==> config.mk <==
export PLATFORM = sky130hd
export DESIGN_NAME = health_led_pattern_sequencer
export DESIGN_NICKNAME = d
export VERILOG_FILES = /design/src/rtl/hlps_pkg.sv /design/src/rtl/health_led_pattern_sequencer.sv
export SDC_FILE = /design/constraint.sdc
export NUM_CORES = 1
export LEC_CHECK = 0
export BUFFER_PORTS_ARGS = -buffer_cell sky130_fd_sc_hd__buf_2
export CAP_MARGIN = 20
export CELL_PAD_IN_SITES_DETAIL_PLACEMENT = 1
export CELL_PAD_IN_SITES_GLOBAL_PLACEMENT = 1
export CORE_ASPECT_RATIO = 2
export CORE_MARGIN = 10
export CORE_UTILIZATION = 51
export CTS_BUF_LIST = sky130_fd_sc_hd__clkbuf_4 sky130_fd_sc_hd__clkbuf_8
export DETAILED_ROUTE_END_ITERATION = 8
export GPL_TIMING_DRIVEN = 0
export PLACE_DENSITY_LB_ADDON = 0.1
export SYNTH_ARGS = -nofsm -noshare
export SYNTH_HDL_FRONTEND = slang
export SYNTH_SLANG_ARGS = --single-unit
==> constraint.sdc <==
create_clock -name i_clk -period 15.63 [get_ports i_clk]
set_input_delay 0 -clock i_clk [delete_from_list [all_inputs] [get_ports i_clk]]
set_output_delay 0 -clock i_clk [all_outputs]
set_load 0.03 [all_outputs]
==> src/rtl/hlps_pkg.sv <==
// shared types, constants and pattern tables for the health led pattern sequencer
`default_nettype none

package hlps_pkg;

    localparam int PHASE_BITS   = 32;
    localparam int TIMEOUT_BITS = 16;
    localparam int CNT_W        = $clog2(PHASE_BITS);
    localparam int PERIOD_W     = 5;
    localparam int CFG_DATA_W   = 32;
    localparam int CFG_IDX_W    = 2;

    typedef logic [2:0] t_health;
    typedef logic [3:0] t_mask;

    localparam t_health H_BOOT     = 3'd0;
    localparam t_health H_HEALTHY  = 3'd1;
    localparam t_health H_DEGRADED = 3'd2;
    localparam t_health H_UPDATING = 3'd3;
    localparam t_health H_RECOVERY = 3'd4;
    localparam t_health H_TEST     = 3'd5;
    localparam t_health H_FAULT    = 3'd6;
    localparam t_health H_SECURITY = 3'd7;

    typedef enum logic [3:0] {
        CMD_TICK       = 4'd0,
        CMD_SET_STATE  = 4'd1,
        CMD_FAULT      = 4'd2,
        CMD_SEC_FAIL   = 4'd3,
        CMD_ACK        = 4'd4,
        CMD_LED_TEST   = 4'd5,
        CMD_FAST_SWEEP = 4'd6,
        CMD_STOP       = 4'd7,
        CMD_APPLY_BOOT = 4'd8,
        CMD_EVAL_BOOT  = 4'd9
    } t_cmd;

    localparam logic [CFG_IDX_W-1:0] REG_LED_TEST_TICKS = 2'd0;
    localparam logic [CFG_IDX_W-1:0] REG_SWEEP_TICKS    = 2'd1;
    localparam logic [CFG_IDX_W-1:0] REG_WDOG_MASK      = 2'd2;

    localparam logic [15:0] LED_TEST_TICKS_RST = 16'd100;
    localparam logic [15:0] SWEEP_TICKS_RST    = 16'd50;
    localparam logic [31:0] WDOG_MASK_RST      = 32'h6000_0000;

    typedef enum logic [1:0] {
        S_IDLE,
        S_DIV,
        S_FIN,
        S_DONE
    } t_seq_state;

    // display priority, higher wins
    localparam logic [3:0] PRIO [8] = '{4'd2, 4'd1, 4'd4, 4'd5, 4'd6, 4'd3, 4'd7, 4'd8};

    localparam logic [3:0] FRAME_CNT [8] = '{4'd5, 4'd2, 4'd4, 4'd8, 4'd2, 4'd2, 4'd6, 4'd8};

    localparam logic [PERIOD_W-1:0] PERIOD_SLOW [8] =
        '{5'd30, 5'd10, 5'd16, 5'd16, 5'd8, 5'd4, 5'd8, 5'd10};

    localparam t_mask FRAME_MASK [8][8] = '{
        '{4'h1, 4'h3, 4'h7, 4'hF, 4'h0, 4'h0, 4'h0, 4'h0},
        '{4'h8, 4'h0, 4'h0, 4'h0, 4'h0, 4'h0, 4'h0, 4'h0},
        '{4'hF, 4'h0, 4'hF, 4'h0, 4'h0, 4'h0, 4'h0, 4'h0},
        '{4'h1, 4'h3, 4'h7, 4'hF, 4'hE, 4'hC, 4'h8, 4'h0},
        '{4'h9, 4'h6, 4'h0, 4'h0, 4'h0, 4'h0, 4'h0, 4'h0},
        '{4'hF, 4'h0, 4'h0, 4'h0, 4'h0, 4'h0, 4'h0, 4'h0},
        '{4'hF, 4'h0, 4'hF, 4'h0, 4'hF, 4'h0, 4'h0, 4'h0},
        '{4'hF, 4'h0, 4'h9, 4'h0, 4'h6, 4'h0, 4'hF, 4'h0}
    };

    localparam logic [3:0] FRAME_LEN [8][8] = '{
        '{4'd6, 4'd6, 4'd6, 4'd6, 4'd6, 4'd0, 4'd0, 4'd0},
        '{4'd1, 4'd9, 4'd0, 4'd0, 4'd0, 4'd0, 4'd0, 4'd0},
        '{4'd2, 4'd2, 4'd2, 4'd10, 4'd0, 4'd0, 4'd0, 4'd0},
        '{4'd2, 4'd2, 4'd2, 4'd2, 4'd2, 4'd2, 4'd2, 4'd2},
        '{4'd4, 4'd4, 4'd0, 4'd0, 4'd0, 4'd0, 4'd0, 4'd0},
        '{4'd1, 4'd3, 4'd0, 4'd0, 4'd0, 4'd0, 4'd0, 4'd0},
        '{4'd1, 4'd1, 4'd1, 4'd1, 4'd1, 4'd3, 4'd0, 4'd0},
        '{4'd1, 4'd1, 4'd1, 4'd1, 4'd1, 4'd1, 4'd2, 4'd2}
    };

    // pattern period; in fast mode every frame lasts one tick
    function automatic logic [PERIOD_W-1:0] frame_period(input t_health st, input logic fast);
        logic [PERIOD_W-1:0] p;
        if (fast) begin
            p = PERIOD_W'(FRAME_CNT[st]);
        end else begin
            p = PERIOD_SLOW[st];
        end
        return p;
    endfunction

    // frame lookup for a position already reduced below the period
    function automatic t_mask frame_at(input t_health st, input logic fast,
                                       input logic [PERIOD_W-1:0] pos);
        t_mask               m;
        logic [PERIOD_W-1:0] acc;
        logic                found;
        m     = 4'h0;
        acc   = '0;
        found = 1'b0;
        for (int i = 0; i < 8; i++) begin
            if (i < int'(FRAME_CNT[st])) begin
                acc = acc + (fast ? PERIOD_W'(1) : PERIOD_W'(FRAME_LEN[st][i]));
                if (!found && pos < acc) begin
                    m     = FRAME_MASK[st][i];
                    found = 1'b1;
                end
            end
        end
        return m;
    endfunction

    function automatic t_health pick_shown(input logic ovr_on, input t_health ovr,
                                           input t_health auto_h);
        t_health s;
        if (ovr_on && PRIO[ovr] >= PRIO[auto_h]) begin
            s = ovr;
        end else begin
            s = auto_h;
        end
        return s;
    endfunction

endpackage

`default_nettype wire

==> src/rtl/health_led_pattern_sequencer.sv <==
// top level of the four-led health indicator sequencer
`default_nettype none

// Four-LED health indicator. Each input item is one command (tick, set state,
// fault, security failure, acknowledge, led test, fast sweep, stop, apply or
// evaluate boot policy) and gives exactly one result item: the LED mask from
// the last tick, the state shown, the automatic state, the override flag and
// the boot verdict. A non-tick command goes from the idle state to the done
// state, which loads its result into the output register and makes the input
// ready again. A tick first passes through a divide and a finish state: the
// phase counter is reduced modulo the pattern period by a single restoring
// subtract unit, one phase bit per cycle, and the finish state then looks up
// the frame. The input is not ready while an item is at work; a finished
// result waits in the output register, and the next item may be accepted
// meanwhile. A result that finishes while the previous one still waits holds
// the sequencer until the output frees up. Configuration registers are written
// with i_cfg_we and take effect on the next item.
module health_led_pattern_sequencer
    import hlps_pkg::*;
(
    input  wire                   i_clk,
    input  wire                   i_rst_n,

    input  wire                   i_cfg_we,
    input  wire [CFG_IDX_W-1:0]   i_cfg_idx,
    input  wire [CFG_DATA_W-1:0]  i_cfg_data,

    input  wire                   i_in_valid,
    output logic                  o_in_ready,
    input  wire [3:0]             i_cmd,
    input  wire [2:0]             i_state_code,
    input  wire [31:0]            i_reset_flags,
    input  wire                   i_fault_record_valid,
    input  wire                   i_self_tests_passed,
    input  wire                   i_security_failed,

    output logic                  o_out_valid,
    input  wire                   i_out_ready,
    output logic [3:0]            o_led_mask,
    output logic [2:0]            o_shown_state,
    output logic [2:0]            o_auto_state,
    output logic                  o_override_active,
    output logic [2:0]            o_boot_verdict
);

    // configuration registers
    logic [15:0] r_led_test_ticks;
    logic [15:0] r_sweep_ticks;
    logic [31:0] r_wdog_mask;

    // health and override state
    t_health                 r_auto;
    t_health                 r_shown;      // last displayed state
    t_health                 r_ovr_health;
    logic [TIMEOUT_BITS-1:0] r_ticks_left;
    logic [PHASE_BITS-1:0]   r_phase;
    logic                    r_ovr_on;
    logic                    r_ovr_fast;
    t_mask                   r_held_mask;
    t_health                 r_verdict;

    // tick work: state picked, fast flag, divisor and running remainder
    t_health             r_tick_st;
    logic                r_tick_fast;
    logic [PERIOD_W-1:0] r_period;
    logic [PERIOD_W-1:0] r_rem;
    logic [CNT_W-1:0]    r_bit_cnt;

    t_seq_state r_state;
    t_seq_state n_state;

    logic in_acc;
    logic out_free;
    logic last_bit;

    t_health             cur_shown;
    logic                cur_fast;
    t_health             verdict;
    logic [PERIOD_W:0]   rem_shift;
    logic [PERIOD_W-1:0] rem_next;

    assign in_acc   = i_in_valid && o_in_ready;
    assign out_free = !o_out_valid || i_out_ready;
    assign last_bit = (r_bit_cnt == '0);

    assign cur_shown = pick_shown(r_ovr_on, r_ovr_health, r_auto);
    // fast frames only apply while the override itself is on display
    assign cur_fast  = r_ovr_on && (cur_shown == r_ovr_health) && r_ovr_fast;

    // boot policy: security first, then self tests, then fault record or watchdog
    always_comb begin
        priority if (i_security_failed) begin
            verdict = H_SECURITY;
        end else if (!i_self_tests_passed) begin
            verdict = H_FAULT;
        end else if (i_fault_record_valid || ((i_reset_flags & r_wdog_mask) != '0)) begin
            verdict = H_DEGRADED;
        end else begin
            verdict = H_HEALTHY;
        end
    end

    // single restoring subtract step: bring in one phase bit, subtract if it fits
    always_comb begin
        rem_shift = {r_rem, r_phase[r_bit_cnt]};
        if (rem_shift >= {1'b0, r_period}) begin
            rem_next = PERIOD_W'(rem_shift - {1'b0, r_period});
        end else begin
            rem_next = rem_shift[PERIOD_W-1:0];
        end
    end

    // sequencer next state
    always_comb begin
        n_state = r_state;
        unique case (r_state)
            S_IDLE: begin
                if (in_acc) begin
                    n_state = (t_cmd'(i_cmd) == CMD_TICK) ? S_DIV : S_DONE;
                end
            end
            S_DIV: begin
                if (last_bit) begin
                    n_state = S_FIN;
                end
            end
            S_FIN: begin
                n_state = S_DONE;
            end
            S_DONE: begin
                if (out_free) begin
                    n_state = S_IDLE;
                end
            end
        endcase
    end

    // sequencer outputs
    always_comb begin
        o_in_ready = (r_state == S_IDLE);
    end

    always_ff @(posedge i_clk) begin
        if (!i_rst_n) begin
            r_state <= S_IDLE;
        end else begin
            r_state <= n_state;
        end
    end

    // configuration port
    always_ff @(posedge i_clk) begin
        if (!i_rst_n) begin
            r_led_test_ticks <= LED_TEST_TICKS_RST;
            r_sweep_ticks    <= SWEEP_TICKS_RST;
            r_wdog_mask      <= WDOG_MASK_RST;
        end else if (i_cfg_we) begin
            unique case (i_cfg_idx)
                REG_LED_TEST_TICKS: r_led_test_ticks <= i_cfg_data[15:0];
                REG_SWEEP_TICKS:    r_sweep_ticks    <= i_cfg_data[15:0];
                REG_WDOG_MASK:      r_wdog_mask      <= i_cfg_data;
                default: begin
                end
            endcase
        end
    end

    // health state, commands and the tick datapath
    always_ff @(posedge i_clk) begin
        if (!i_rst_n) begin
            r_auto       <= H_BOOT;
            r_shown      <= H_BOOT;
            r_ovr_health <= H_HEALTHY;
            r_ticks_left <= '0;
            r_phase      <= '0;
            r_ovr_on     <= 1'b0;
            r_ovr_fast   <= 1'b0;
            r_held_mask  <= '0;
            r_verdict    <= H_BOOT;
        end else begin
            unique case (r_state)
                S_IDLE: begin
                    if (in_acc) begin
                        // only the boot policy commands report a verdict
                        r_verdict <= (i_cmd == CMD_APPLY_BOOT || i_cmd == CMD_EVAL_BOOT) ?
                                     verdict : H_BOOT;
                        unique case (i_cmd)
                            CMD_TICK: begin
                                // a change of shown state restarts the pattern
                                if (cur_shown != r_shown) begin
                                    r_shown <= cur_shown;
                                    r_phase <= '0;
                                end
                            end
                            CMD_SET_STATE: begin
                                if (PRIO[i_state_code] >= PRIO[r_auto]) begin
                                    r_auto <= i_state_code;
                                end
                            end
                            CMD_FAULT: begin
                                r_auto <= H_FAULT;
                            end
                            CMD_SEC_FAIL: begin
                                r_auto <= H_SECURITY;
                            end
                            CMD_ACK: begin
                                if (r_auto == H_DEGRADED) begin
                                    r_auto <= H_HEALTHY;
                                end
                                r_ticks_left <= '0;
                                r_ovr_on     <= 1'b0;
                                r_ovr_fast   <= 1'b0;
                                r_phase      <= '0;
                            end
                            CMD_LED_TEST: begin
                                r_ovr_health <= i_state_code;
                                r_ticks_left <= TIMEOUT_BITS'(r_led_test_ticks);
                                r_ovr_on     <= 1'b1;
                                r_ovr_fast   <= 1'b0;
                                r_phase      <= '0;
                            end
                            CMD_FAST_SWEEP: begin
                                r_ovr_health <= H_HEALTHY;
                                r_ticks_left <= TIMEOUT_BITS'(r_sweep_ticks);
                                r_ovr_on     <= 1'b1;
                                r_ovr_fast   <= 1'b1;
                                r_phase      <= '0;
                            end
                            CMD_STOP: begin
                                r_ticks_left <= '0;
                                r_ovr_on     <= 1'b0;
                                r_ovr_fast   <= 1'b0;
                                r_phase      <= '0;
                            end
                            CMD_APPLY_BOOT: begin
                                r_auto <= verdict;
                            end
                            CMD_EVAL_BOOT: begin
                                // verdict only, no state change
                            end
                            default: begin
                                // unused codes leave everything alone
                            end
                        endcase
                    end
                end
                S_FIN: begin
                    // frame lookup on the reduced phase, then advance and time out
                    r_held_mask <= frame_at(r_tick_st, r_tick_fast, r_rem);
                    if (r_ovr_on && (r_ticks_left == TIMEOUT_BITS'(1))) begin
                        r_ticks_left <= '0;
                        r_ovr_on     <= 1'b0;
                        r_ovr_fast   <= 1'b0;
                        r_phase      <= '0;
                    end else begin
                        r_phase <= r_phase + PHASE_BITS'(1);
                        if (r_ovr_on && (r_ticks_left != '0)) begin
                            r_ticks_left <= r_ticks_left - TIMEOUT_BITS'(1);
                        end
                    end
                end
                S_DIV, S_DONE: begin
                end
            endcase
        end
    end

    // divider operands and bit counter
    always_ff @(posedge i_clk) begin
        if (r_state == S_IDLE) begin
            r_tick_st   <= cur_shown;
            r_tick_fast <= cur_fast;
            r_period    <= frame_period(cur_shown, cur_fast);
            r_rem       <= '0;
            r_bit_cnt   <= CNT_W'(PHASE_BITS - 1);
        end else if (r_state == S_DIV) begin
            r_rem     <= rem_next;
            r_bit_cnt <= r_bit_cnt - CNT_W'(1);
        end
    end

    // output register: the result waits here while the next item is accepted
    always_ff @(posedge i_clk) begin
        if (!i_rst_n) begin
            o_out_valid <= 1'b0;
        end else if (r_state == S_DONE && out_free) begin
            o_out_valid <= 1'b1;
        end else if (i_out_ready) begin
            o_out_valid <= 1'b0;
        end
    end

    always_ff @(posedge i_clk) begin
        if (r_state == S_DONE && out_free) begin
            o_led_mask        <= r_held_mask;
            o_shown_state     <= cur_shown;
            o_auto_state      <= r_auto;
            o_override_active <= r_ovr_on;
            o_boot_verdict    <= r_verdict;
        end
    end

endmodule

`default_nettype wire
* Word level (Yosys, flattened, before mapping) *
Memories as Yosys holds them, arrays and structs flattened.
Index checks and enable logic that the tools add are counted.

storage, ports and cells
  flip-flop bits (word level) = 166
  bits in read-only memories = 712
  input bits = 81
  output and inout bits = 16
  logic and storage cells = 284
  memories kept = 8

operators by class
  add/subtract/negate cells = 11
  order comparisons = 25
  equal/unequal tests = 30
  muxes and demuxes = 128
  bitwise logic cells = 6
  reduce and logical (&&, ||, !) cells = 51

memory list
  name             depth  width  read ports  clocked after Yosys merged registers in  wr ports  line                                 source
  (no name shown)  8      32     1           0                                        0         hlps_pkg.sv:107                      m = FRAME_MASK[st][i];
  (no name shown)  8      32     1           0                                        0         hlps_pkg.sv:105                      acc = acc + (fast ? PERIOD_W'(1) : PERIOD_W'(FRAME_LEN[st][i]));
  (no name shown)  8      5      1           0                                        0         hlps_pkg.sv:89                       p = PERIOD_SLOW[st];
  (no name shown)  8      4      1           0                                        0         hlps_pkg.sv:87                       p = PERIOD_W'(FRAME_CNT[st]);
  (no name shown)  8      4      1           0                                        0         hlps_pkg.sv:104                      if (i < int'(FRAME_CNT[st])) begin
  (no name shown)  8      4      1           0                                        0         health_led_pattern_sequencer.sv:196  if (PRIO[i_state_code] >= PRIO[r_auto]) begin
  +2 memories      n/a    n/a    n/a         n/a                                      n/a       n/a

operators with widths
  operator                 number
  $mux W32                 7
  $mux W4                  38
  $pmux W32 S2             2
  $mux W5                  23
  $mux W16                 3
  $pmux W16 S3             1
  $add A5 B4 Y5            7
  $lt A5 B5 Y1             7
  $mux W1                  34
  $add A32 B1 Y32 const B  1
  $and A32 B32 Y32         1
  $pmux W16 S2             1
  $reduce_bool A32 Y1      1
  $ge A4 B4 Y1 const B     5
  $not A3 Y4               5
  $reduce_and A4 Y1        5
  $mux W3                  6
  $eq A16 B1 Y1 const B    1
  $eq A4 B3 Y1 const B     4
  $lt A3 B4 Y1 const A     4
  $reduce_bool A16 Y1      1
  $sub A16 B1 Y16 const B  1
  $pmux W3 S5              1
  $logic_and A1 B1 Y1      14
  other kinds (39)         78

* Longest topological paths before layout *
Gate-level depths: netlist (run 1).

  depth in word-level cells = 50
  mapped depth = 38
  mapped depth without buffers = 37

* Worst setup path before layout (run 1) *
No wires, ideal clock.

  path type = reg-to-reg
  from = register r_tick_st[0]
  to = register r_held_mask[2]
  setup time = 79 ps
  arrival = 7893 ps
  required time = 15551 ps
  slack = 7658 ps
  cell stages (with the launch flop) = 37
  path buffers = 1
  path through = edfxtp_1 > buf_2 > inv_1 > ha_1 > nand2_1 > nand3_1 > nor2_1 > nor2_1 > fa_1 > a21oi_1 > fa_1 > mux2i_1 > inv_1 > fa_1 > nand2_1 > o21ai_0 > inv_1 > fa_1 > nor2_1 > a21oi_1 > inv_1 > fa_1 > nor2_1 > a21oi_1 > fa_1 > mux2i_1 > fa_1 > o21ai_0 > a21oi_1 > a41oi_1 > xnor2_1 > ha_1 > o21ai_0 > and4b_1 > o21bai_1 > a31o_2 > a22oi_1

on the way
  word-level cells in the longest chain between the ends = 50

RTL lines
  what                                                    line                                               source
  from (decl)                                             health_led_pattern_sequencer.sv:63                 t_health r_tick_st;
  from (signal assigned)                                  health_led_pattern_sequencer.sv:271                r_tick_st <= cur_shown;
  $not A3 Y4 (implied by the code) *                      hlps_pkg.sv:104, hlps_pkg.sv:105, hlps_pkg.sv:107
  branches (longest 48 deep; another with $add A5 B4 Y5)  n/a
  $mux W4 *                                               hlps_pkg.sv:104
  to (signal assigned)                                    health_led_pattern_sequencer.sv:249                r_held_mask <= frame_at(r_tick_st, r_tick_fast, r_rem);
  to (decl)                                               health_led_pattern_sequencer.sv:59                 t_mask r_held_mask;

Mark *: on every way between the ends. The select of a mux whose other input is x is not followed.
A chain may end at the register's enable or synchronous reset.

* Worst setup path in the final report (run 1) *
Same ends and word-level chain as after synthesis.

==> flow_summary.toml, run 1 <==
[run_status]
outcome = "finished, final reports clean"

[setup_path]
ff2ff_path_depth = 36
worstPathArrival_ns = 9.86
path_common_cell = "fa_1"
r2r-start = "r_tick_st[0]$_DFFE_PP_"
start_kind = "flop"
crit_fanout = 10
slowest_stage = "fa_1"
crit_type = "flop to flop"
required_ns = 15.99
critPathLaunch = "r_tick_st[0]$_DFFE_PP_"
cp-end-kind = "flop"
critPathMaxStageDelay_ns = 0.55

[power]
p_leak_nw = 5.042
p_int_mw = 1.467
power_switching_share = 0.5082
power_density_nw_per_um2 = 240.1
totalPowerFinal_mw = 2.983
ir_worst_vdd_v = 0.0002505
p_comb_frac = 0.718
p_sw_mw = 1.516
p_clk_frac = 0.107
pwr-share-seq = 0.175

[yosys]
syn_area_um2 = 10810
ys_seq_elements = 166
ys_seq_area_frac = 0.3287
synth_adder_area_share = 0.1037
synth_cell_types = 92
synth_simple_gate_area_share = 0.2235
synth_edf_count = 23
synthXorXnorAreaFrac = 0.04699
ys_top_cells_by_area = "dfxtp_1, ha_1, nand2_1"
yosys.area.top_type = "dfxtp_1"
synth_nets = 1483
synth_cells = 1318
synth_warnings = 0
synth_top_area_frac = 0.2648
async_flop_share = 0
syn_avg_cell_area_um2 = 8.202
muxShareOfSynthArea = 0.04271
synth_top_family_by_area = "simple AND/OR/NAND/NOR gates"
synth_compound_area_frac = 0.2087
synth_top_flop_cell = "dfxtp_1"
synth.most_common_cell = "nand2_1"
synth_top_cells_by_count = "nand2_1, dfxtp_1, nor2_1"

[sta]
period_needed_ns = 9.493
worst-slew-pin-transition_ns = 1.123
hold_slack_ns = 0.02245
clock_skew_ns = 0.02138
relSlewSlack = 0.2453
setup_ws_ns = 6.137
hold_violations = 0
rsz0062_at_grt = "false"
setup-violations-final = 0
fin_setup_tns_ns = 0
fin_crit_sh = 0.6074
max_freq_mhz = 105.3
drv_slew = 0

[clocking]
h-tree-depth = 4
cts_root_buf = "clkbuf_8"
postCtsSetupBuffers = 0
clock_sinks = 166
clk_pin_slew_ns = 0.09
clock_latency_ns = 0.51
cts.path.max_buffers = 2
cts_buffers = 17
cts_tree = "done"

[final_layout]
n_antenna_cell = 0
ff_latch_area_um2 = 3553
fin_util = 0.5937
fillers = 2573
multi_input_area_um2 = 6764
nets = 1635
syn_to_final_growth_pct = 14.93
drive_above_1_share = 0.1234

[route]
first_pass_iters = 5
drc = 0
wire_per_inst_um = 21.31
dr.first_iter.drc_count = 449
num_vias = 10550
routed_wl_mm = 37.33
antenna_left = 0
avgViaCountPerCell = 6.021

[placement]
portBuffers = 91
place.gp.congestion = 0.9329
pre_cts_ws_ns = 6.088
hpwl_mm = 28.21

[global_route]
grt_pass1_vias = 11700
antenna_found_initial = 1
grt_max_degree = 17
grtUsageTotal = 0.2750
grt_pass1_wl_mm = 60.03
overflow = 0

[floorplanning]
start_util = 0.5166
die-area_um2 = 27770
ios = 97
rows = 75
core_um2 = 20930
fp.dieW_um = 123.0
die_h_um = 225.9

[hold_path]
worstHoldPathType = "primary input to flop"
hold_depth = 5
min_from = "i_reset_flags[25]"

[job]
cap_viol_max_count = 0
[cell families (layout without fill, tap and decap cells)]
group                    count (synthesis)  count (layout)
AND/OR/NAND/NOR                        503             503
AO/OA/AOI/OAI                          348             348
flip-flops                             166             166
buffers and inverters                  125             290
adder cells (fa/ha/maj)                 85              85
XOR/XNOR                                58              58
multiplexers                            33              33
[final timing paths]
kind / to / slack [ns]
worst min-delay path: r_verdict[1]$_SDFFE_PN0P_ / 0.02
worst max register to register: r_held_mask[2]$_SDFFE_PN0P_ / 6.14
worst max-delay path: r_held_mask[2]$_SDFFE_PN0P_ / 6.14
worst min register to register: o_led_mask[2]$_DFFE_PP_ / 0.44
[flip-flops by register name, summed over array words and instances (netlist names), 4 cells and up]
register and cells:
o_led_mask 4, r_bit_cnt 5, r_held_mask 4, r_led_test_ticks 16
r_period 5, r_phase 32, r_rem 5, r_sweep_ticks 16
r_ticks_left 16, r_wdog_mask 32
[stage by stage]
stage | instances | instance area [um2]
final | 1752 | 12420
after global routing | 1752 | 12420
after CTS | 1752 | 12420
after detailed placement | 1680 | 11620
after global placement | 1678 | 11600
after floorplan | 1318 | 10810
[worst max-delay path, delay by kind of cell (launching register included)]
| family | cells | cell delay, ns |
|---|---|---|
| AO/OA/AOI/OAI | 9 | 1.83 |
| buffers and inverters | 5 | 0.78 |
| XOR/XNOR | 2 | 0.36 |
| AND/OR/NAND/NOR | 9 | 1.34 |
| flip-flops | 1 | 0.47 |
| adder cells (fa/ha/maj) | 9 | 4.01 |
| multiplexers | 2 | 0.56 |
[placed cells by master (no fill, tap or decap), types with 8 or more instances in the layout]
| master | n |
|---|---|
| a211oi_1 | 11 |
| a21o_1 | 16 |
| a21oi_1 | 110 |
| a22oi_1 | 34 |
| buf_2 | 99 |
| clkbuf_1 | 52 |
| clkbuf_8 | 19 |
| dfxtp_1 | 143 |
| dlygate4sd3_1 | 40 |
| edfxtp_1 | 23 |
| fa_1 | 8 |
| ha_1 | 76 |
| inv_1 | 58 |
| mux2i_1 | 20 |
| mux4_2 | 10 |
| nand2_1 | 186 |
| nand2b_1 | 24 |
| nand3_1 | 22 |
| nand4_1 | 11 |
| nor2_1 | 131 |
| nor2b_1 | 18 |
| nor3_1 | 29 |
| o2111ai_1 | 10 |
| o211ai_1 | 12 |
| o21ai_0 | 72 |
| o21ai_1 | 8 |
| or3_1 | 9 |
| xnor2_1 | 16 |
| xor2_1 | 42 |
[layout make-up]
type                       instances  area share
clock buffer                      19     0.02105
tap                              269     0.02709
sequential                       166      0.2860
buffer                            65     0.02165
timing repair buffer             133     0.07039
multi-input combinational       1027      0.5444
inverter                          60     0.01813
clock inverter                    13     0.01128
[power by group through the flow]
| stage | logic, mW | clock network (mW) | registers, mW |
|---|---|---|---|
| floorplan | 1.60 | 0 | 0.527 |
| global placement | 2.01 | 0 | 0.530 |
| detailed placement | 2.12 | 0 | 0.532 |
| CTS | 2.15 | 0.320 | 0.522 |
| global route | 2.42 | 0.336 | 0.528 |
| finish | 2.14 | 0.318 | 0.523 |
[metal layers]
metal  up-vias  track usage  part of all wire
met5         -            0           0.00035
met4         2       0.1727             0.060
met3       128      0.04877             0.034
met2       263       0.5355              0.57
met1      5171       0.2464              0.33
li1       4984            -                 -
[timing repair]
item | in CTS | in global routing
endpoints found under the hold margin | 70 | 0
resized for setup | 0 | 0
hold buffers | 40 | 0
Power figures use the tool's default switching activity.
==> run 2, diff against run 1 <==
--- a/config.mk
+++ b/config.mk
@@ -5,13 +5,14 @@
 export SDC_FILE = /design/constraint.sdc
 export NUM_CORES = 1
 export LEC_CHECK = 0
+export ABC_AREA = 1
 export BUFFER_PORTS_ARGS = -buffer_cell sky130_fd_sc_hd__buf_2
 export CAP_MARGIN = 20
 export CELL_PAD_IN_SITES_DETAIL_PLACEMENT = 1
 export CELL_PAD_IN_SITES_GLOBAL_PLACEMENT = 1
 export CORE_ASPECT_RATIO = 2
 export CORE_MARGIN = 10
-export CORE_UTILIZATION = 51
+export CORE_UTILIZATION = 41
 export CTS_BUF_LIST = sky130_fd_sc_hd__clkbuf_4 sky130_fd_sc_hd__clkbuf_8
 export DETAILED_ROUTE_END_ITERATION = 8
 export GPL_TIMING_DRIVEN = 0
==> constraint.sdc (replaced) <==
create_clock -name i_clk -period 7.7 [get_ports i_clk]
set_input_delay 0 -clock i_clk [delete_from_list [all_inputs] [get_ports i_clk]]
set_output_delay 0 -clock i_clk [all_outputs]
set_load 0.03 [all_outputs]
==> flow_summary.toml, run 2 <==
[run_status]
outcome = "finished, final reports clean"

[route]
antenna_left = 0
wire_per_inst_um = 18.17
first_pass_iters = 6
dr.first_iter.drc_count = 283
drc = 0
num_vias = 11060
avgViaCountPerCell = 5.396
routed_wl_mm = 37.25

[floorplanning]
core_um2 = 25240
die_h_um = 246.6
die-area_um2 = 32860
start_util = 0.4170
rows = 82
ios = 97
fp.dieW_um = 133.3

[final_layout]
fin_util = 0.4972
top_regs = "r_phase x32, r_wdog_mask x32"
fillers = 3351
nets = 1859
n_antenna_cell = 0
syn_to_final_growth_pct = 19.24
layout_commonest_cell = "nand2_1"
layout_common_cells = "nand2_1, inv_1, nor2_1, o21ai_0, dfxtp_1"
drive_above_1_share = 0.1173

[sta]
hold_violations = 0
clock_skew_ns = 0.01576
setup-violations-final = 0
fin_crit_sh = 0.9377
max_freq_mhz = 138.5
drv_slew = 0
worst-slew-pin-transition_ns = 1.064
relSlewSlack = 0.2819
setup_ws_ns = 0.4798
period_needed_ns = 7.220

[power]
power_density_nw_per_um2 = 476.1
p_leak_nw = 5.422
ir_worst_vdd_v = 0.0001854

[yosys]
syn_avg_cell_area_um2 = 6.933
synth_top_flop_cell = "dfxtp_1"
syn_area_um2 = 10520
ys_seq_elements = 166
synth_top_area_frac = 0.2720
ys_top_cells_by_area = "dfxtp_1, nand2_1, ha_1"
synth_cell_types = 59
ys_seq_area_frac = 0.3377
async_flop_share = 0
synth_cells = 1518
synth_edf_count = 23
synth.most_common_cell = "nand2_1"
synth_nets = 1676
synth_warnings = 0
synth_top_cells_by_count = "nand2_1, inv_1, nor2_1"
yosys.area.top_type = "dfxtp_1"

[setup_path]
path_common_cell = "inv_1"
crit_fanout = 10
critPathMaxStageDelay_ns = 0.54
slowest_stage = "fa_1"
cp-end-kind = "flop"
crit_type = "flop to flop"
required_ns = 8.13
worstPathArrival_ns = 7.65
start_kind = "flop"

[global_route]
grt_pass1_vias = 12020
antenna_found_initial = 0
grtUsageTotal = 0.2270
grt_pass1_wl_mm = 60.03
grt_max_degree = 17
overflow = 0

[placement]
place.gp.congestion = 0.9006
pre_cts_ws_ns = -0.9419
hpwl_mm = 29.21
portBuffers = 96

[clocking]
cts_tree = "done"
clock_sinks = 166
h-tree-depth = 4
cts.path.max_buffers = 2
cts_buffers = 17
cts_root_buf = "clkbuf_8"
clk_pin_slew_ns = 0.09
clock_latency_ns = 0.51

[job]
cap_viol_max_count = 0

[hold_path]
worstHoldPathType = "primary input to flop"
run 2: worst paths after layout:
path / start / end / slack (ns) / depth (start not counted)
worst max-delay path: r_tick_st[1]$_DFFE_PP_ / r_held_mask[2]$_SDFFE_PN0P_ / 0.48 / 37
worst min-delay path: i_cmd[2] / r_auto[0]$_SDFFE_PN0P_ / 0.04 / 5
worst max register to register: r_tick_st[1]$_DFFE_PP_ / r_held_mask[2]$_SDFFE_PN0P_ / 0.48 / 37
worst min register to register: r_held_mask[0]$_SDFFE_PN0P_ / o_led_mask[0]$_DFFE_PP_ / 0.44 / 0
run 2: cell type report:
cell class / count / area (um2) / share of cell area
inverters: 198 / 745.7 / 0.05943
repair buffers: 164 / 1129 / 0.08994
clock buffers: 17 / 234.0 / 0.01865
plain buffers: 44 / 177.7 / 0.01416
well taps: 336 / 420.4 / 0.03350
flip-flops and latches: 166 / 3553 / 0.2832
clock inverters: 15 / 166.4 / 0.01326
multi-input cells: 1110 / 6122 / 0.4879
run 2: logic make-up after synthesis:
logic type,synth area share
xor gates and xnor gates,0.01581
adders and majority gates,0.09844
DFF,0.3377
and+or+nand+nor,0.2667
AOI/OAI and AO/OA,0.1937
buffers and inverters,0.08774
run 2: metrics by stage:
step | instance area, um2 | hold slack [ns] | power, mW | instances | setup TNS (ns)
2_1_floorplan | 10520 | 0.1132 | 3.966 | 1518 | 0
3_3_place_gp | 11420 | 0.2098 | 4.843 | 1950 | -2.829
3_5_place_dp | 11430 | 0.2337 | 5.015 | 1950 | -3.652
4_1_cts | 12410 | 0.02288 | 5.785 | 2039 | 0
5_1_grt | 12550 | 0.1042 | 6.630 | 2050 | -0.08554
6_report | 12550 | 0.03760 | 5.975 | 2050 | 0
run 2: routing by layer:
layer / wire (um) / vias up / track usage
met5: 0 / - / 0
met4: 1949 / 0 / 0.1289
met3: 1011 / 97 / 0.03649
met2: 21480 / 197 / 0.4700
met1: 12800 / 5333 / 0.1934
li1: - / 5434 / -
run 2: worst max-delay path: cells and delay by family, from the launching register on:
| kind | cells | cell delay, ns |
|---|---|---|
| and+or+nand+nor | 14 | 1.54 |
| AOI/OAI and AO/OA | 8 | 1.15 |
| adders and majority gates | 8 | 3.40 |
| buffers and inverters | 7 | 0.52 |
| DFF | 1 | 0.52 |
run 2: report_power, final:
group	internal (mW)	switching, mW	total [mW]	leakage (nW)
clock	0.296	0.378	0.674	0.197
sequential	1.01	0.114	1.12	1.38
combinational	1.53	2.65	4.18	3.85
total	2.83	3.15	5.97	5.42
run 2: repair_timing:
action,in CTS,in global routing
pin swaps,0,8
setup endpoints to repair,4,4
hold buffers,55,0
cloned,0,0
gates resized for setup,10,16
endpoints found under the hold margin,84,0
buffers inserted,2,11
==> run 3, diff against run 2 <==
--- a/config.mk
+++ b/config.mk
@@ -12,11 +12,12 @@
 export CELL_PAD_IN_SITES_GLOBAL_PLACEMENT = 1
 export CORE_ASPECT_RATIO = 2
 export CORE_MARGIN = 10
-export CORE_UTILIZATION = 41
+export CORE_UTILIZATION = 45
 export CTS_BUF_LIST = sky130_fd_sc_hd__clkbuf_4 sky130_fd_sc_hd__clkbuf_8
 export DETAILED_ROUTE_END_ITERATION = 8
 export GPL_TIMING_DRIVEN = 0
 export PLACE_DENSITY_LB_ADDON = 0.1
+export SLEW_MARGIN = 0
 export SYNTH_ARGS = -nofsm -noshare
 export SYNTH_HDL_FRONTEND = slang
 export SYNTH_SLANG_ARGS = --single-unit
==> constraint.sdc (replaced) <==
create_clock -name i_clk -period 7 [get_ports i_clk]
set_input_delay 0 -clock i_clk [delete_from_list [all_inputs] [get_ports i_clk]]
set_output_delay 0 -clock i_clk [all_outputs]
set_load 0.03 [all_outputs]
==> flow_summary.toml, run 3 (synthesized netlist as in run 2, its figures left out) <==
[global_route]
overflow = 0
grt_max_degree = 17
antenna_found_initial = 0
grt_pass1_wl_mm = 60.47
grt_pass1_vias = 12620
grtUsageTotal = 0.2467

[final_layout]
top_regs = "r_phase x32, r_wdog_mask x32"
n_antenna_cell = 0
layout_common_cells = "nand2_1, inv_1, nor2_1, o21ai_0, dfxtp_1"
layout_commonest_cell = "nand2_1"
final_area_um2 = 12680
syn_to_final_growth_pct = 20.53
nets = 1871
drive_above_1_share = 0.1350

[floorplanning]
fp.dieW_um = 128.1
core_um2 = 23130
rows = 79
ios = 97
die_h_um = 236.3
start_util = 0.4550
die-area_um2 = 30270

[route]
dr.first_iter.drc_count = 411
first_pass_iters = 5
wire_per_inst_um = 18.87
avgViaCountPerCell = 5.632
num_vias = 11320
antenna_left = 0
routed_wl_mm = 37.90
drc = 0

[run_status]
outcome = "finished, final reports clean"

[setup_path]
slowest_stage = "fa_2"
start_kind = "flop"
required_ns = 7.42
path_common_cell = "inv_2"
worstPathArrival_ns = 7.35
critPathMaxStageDelay_ns = 0.57
cp-end-kind = "flop"
crit_fanout = 4
crit_type = "flop to flop"

[clocking]
cts_root_buf = "clkbuf_8"
cts.path.max_buffers = 2
clk_pin_slew_ns = 0.10
cts_buffers = 17
clock_sinks = 166
h-tree-depth = 4
clock_latency_ns = 0.49
cts_tree = "done"

[sta]
setup-violations-final = 0
clock_skew_ns = 0.01288
hold_slack_ns = 0.05022
rsz0062_at_grt = "true"
max_freq_mhz = 144.4
worst-slew-pin-transition_ns = 1.007
period_needed_ns = 6.927
relSlewSlack = 0.3204
drv_slew = 0
hold_violations = 0
fin_crit_sh = 0.9895

[power]
p_leak_nw = 5.504
power_density_nw_per_um2 = 552.5
ir_worst_vdd_v = 0.0007796

[placement]
hpwl_mm = 29.04
portBuffers = 96
placed_cell_area_um2 = 11380
place.gp.congestion = 0.8927

[job]
cap_viol_max_count = 0

[hold_path]
worstHoldPathType = "primary input to flop"
==> run 3: changes by cell type in the layout (fill, tap and decap cells not counted), sizes merged <==
| cell | previous run | this run |
|---|---|---|
| bufinv | 2 | 4 |
| inv | 200 | 199 |
| clkinvlp | 3 | 1 |
| clkinv | 8 | 9 |
| dlygate4sd3 | 55 | 49 |
| buf | 116 | 134 |
==> run 3: final timing paths <==
check | from | endpoint | slack [ns] | cells after the start
worst max-delay path | r_tick_st[1]$_DFFE_PP_ | r_held_mask[3]$_SDFFE_PN0P_ | 0.07 | 38
worst min-delay path | i_cfg_we | r_sweep_ticks[2]$_SDFFE_PN0P_ | 0.05 | 5
worst max register to register | r_tick_st[1]$_DFFE_PP_ | r_held_mask[3]$_SDFFE_PN0P_ | 0.07 | 38
worst min register to register | r_held_mask[0]$_SDFFE_PN0P_ | o_led_mask[0]$_DFFE_PP_ | 0.44 | 0
==> run 3: power breakdown <==
group	internal [mW]	leakage, nW	total [mW]	switching, mW
Sequential	1.11	1.38	1.22	0.116
Clock	0.398	0.226	0.812	0.413
Combinational	1.92	3.90	4.98	3.06
==> run 3: area by class of cell <==
class	instances	area, um2
inverters	198	750.7
multi-input cells	1110	6185
fillers	3057	10450
repair buffers	176	1215
plain buffers	44	177.7
clock inverters	15	215.2
flip-flops and latches	166	3553
clock buffers	17	234.0
well taps	283	354.1
==> run 3: worst max-delay path, delay by kind of cell, from the launching register on <==
family | cells | cell delay [ns]
AO/OA/AOI/OAI | 8 | 1.15
adder cells (fa/ha/maj) | 8 | 3.27
buffers and inverters | 7 | 0.52
flip-flops | 1 | 0.39
AND/OR/NAND/NOR | 15 | 1.54
==> run 3: metrics by stage <==
step	power [mW]	std cells	worst slack [ns]	TNS [ns]	utilization
finish	7.008	2009	0.07329	0	0.5484
global route	7.669	2009	-0.2848	-1.043	0.5484
CTS	6.659	1995	0.01760	0	0.5411
detailed placement	5.509	1898	-1.086	-4.285	0.4922
global placement	5.324	1897	-0.9716	-3.793	0.4913
floorplan	4.385	1518	0.003302	0	-
==> run 3: repair_timing <==
action                                 in CTS  in global routing
setup buffers                              16                 14
hold buffers                               49                  0
resized for setup                          22                 21
endpoints found under the hold margin      86                  0
gates cloned                                0                  0
setup endpoints to repair                   4                  4
pin swaps                                  16                 23
==> run 3: routing by layer <==
metal  share of wire  vias to the layer above  track usage
li1                -                     5476            -
met3           0.035                      130      0.04358
met4           0.058                        0       0.1525
met5               0                        -            0
met1            0.33                     5451       0.2030
met2            0.58                      258       0.5020
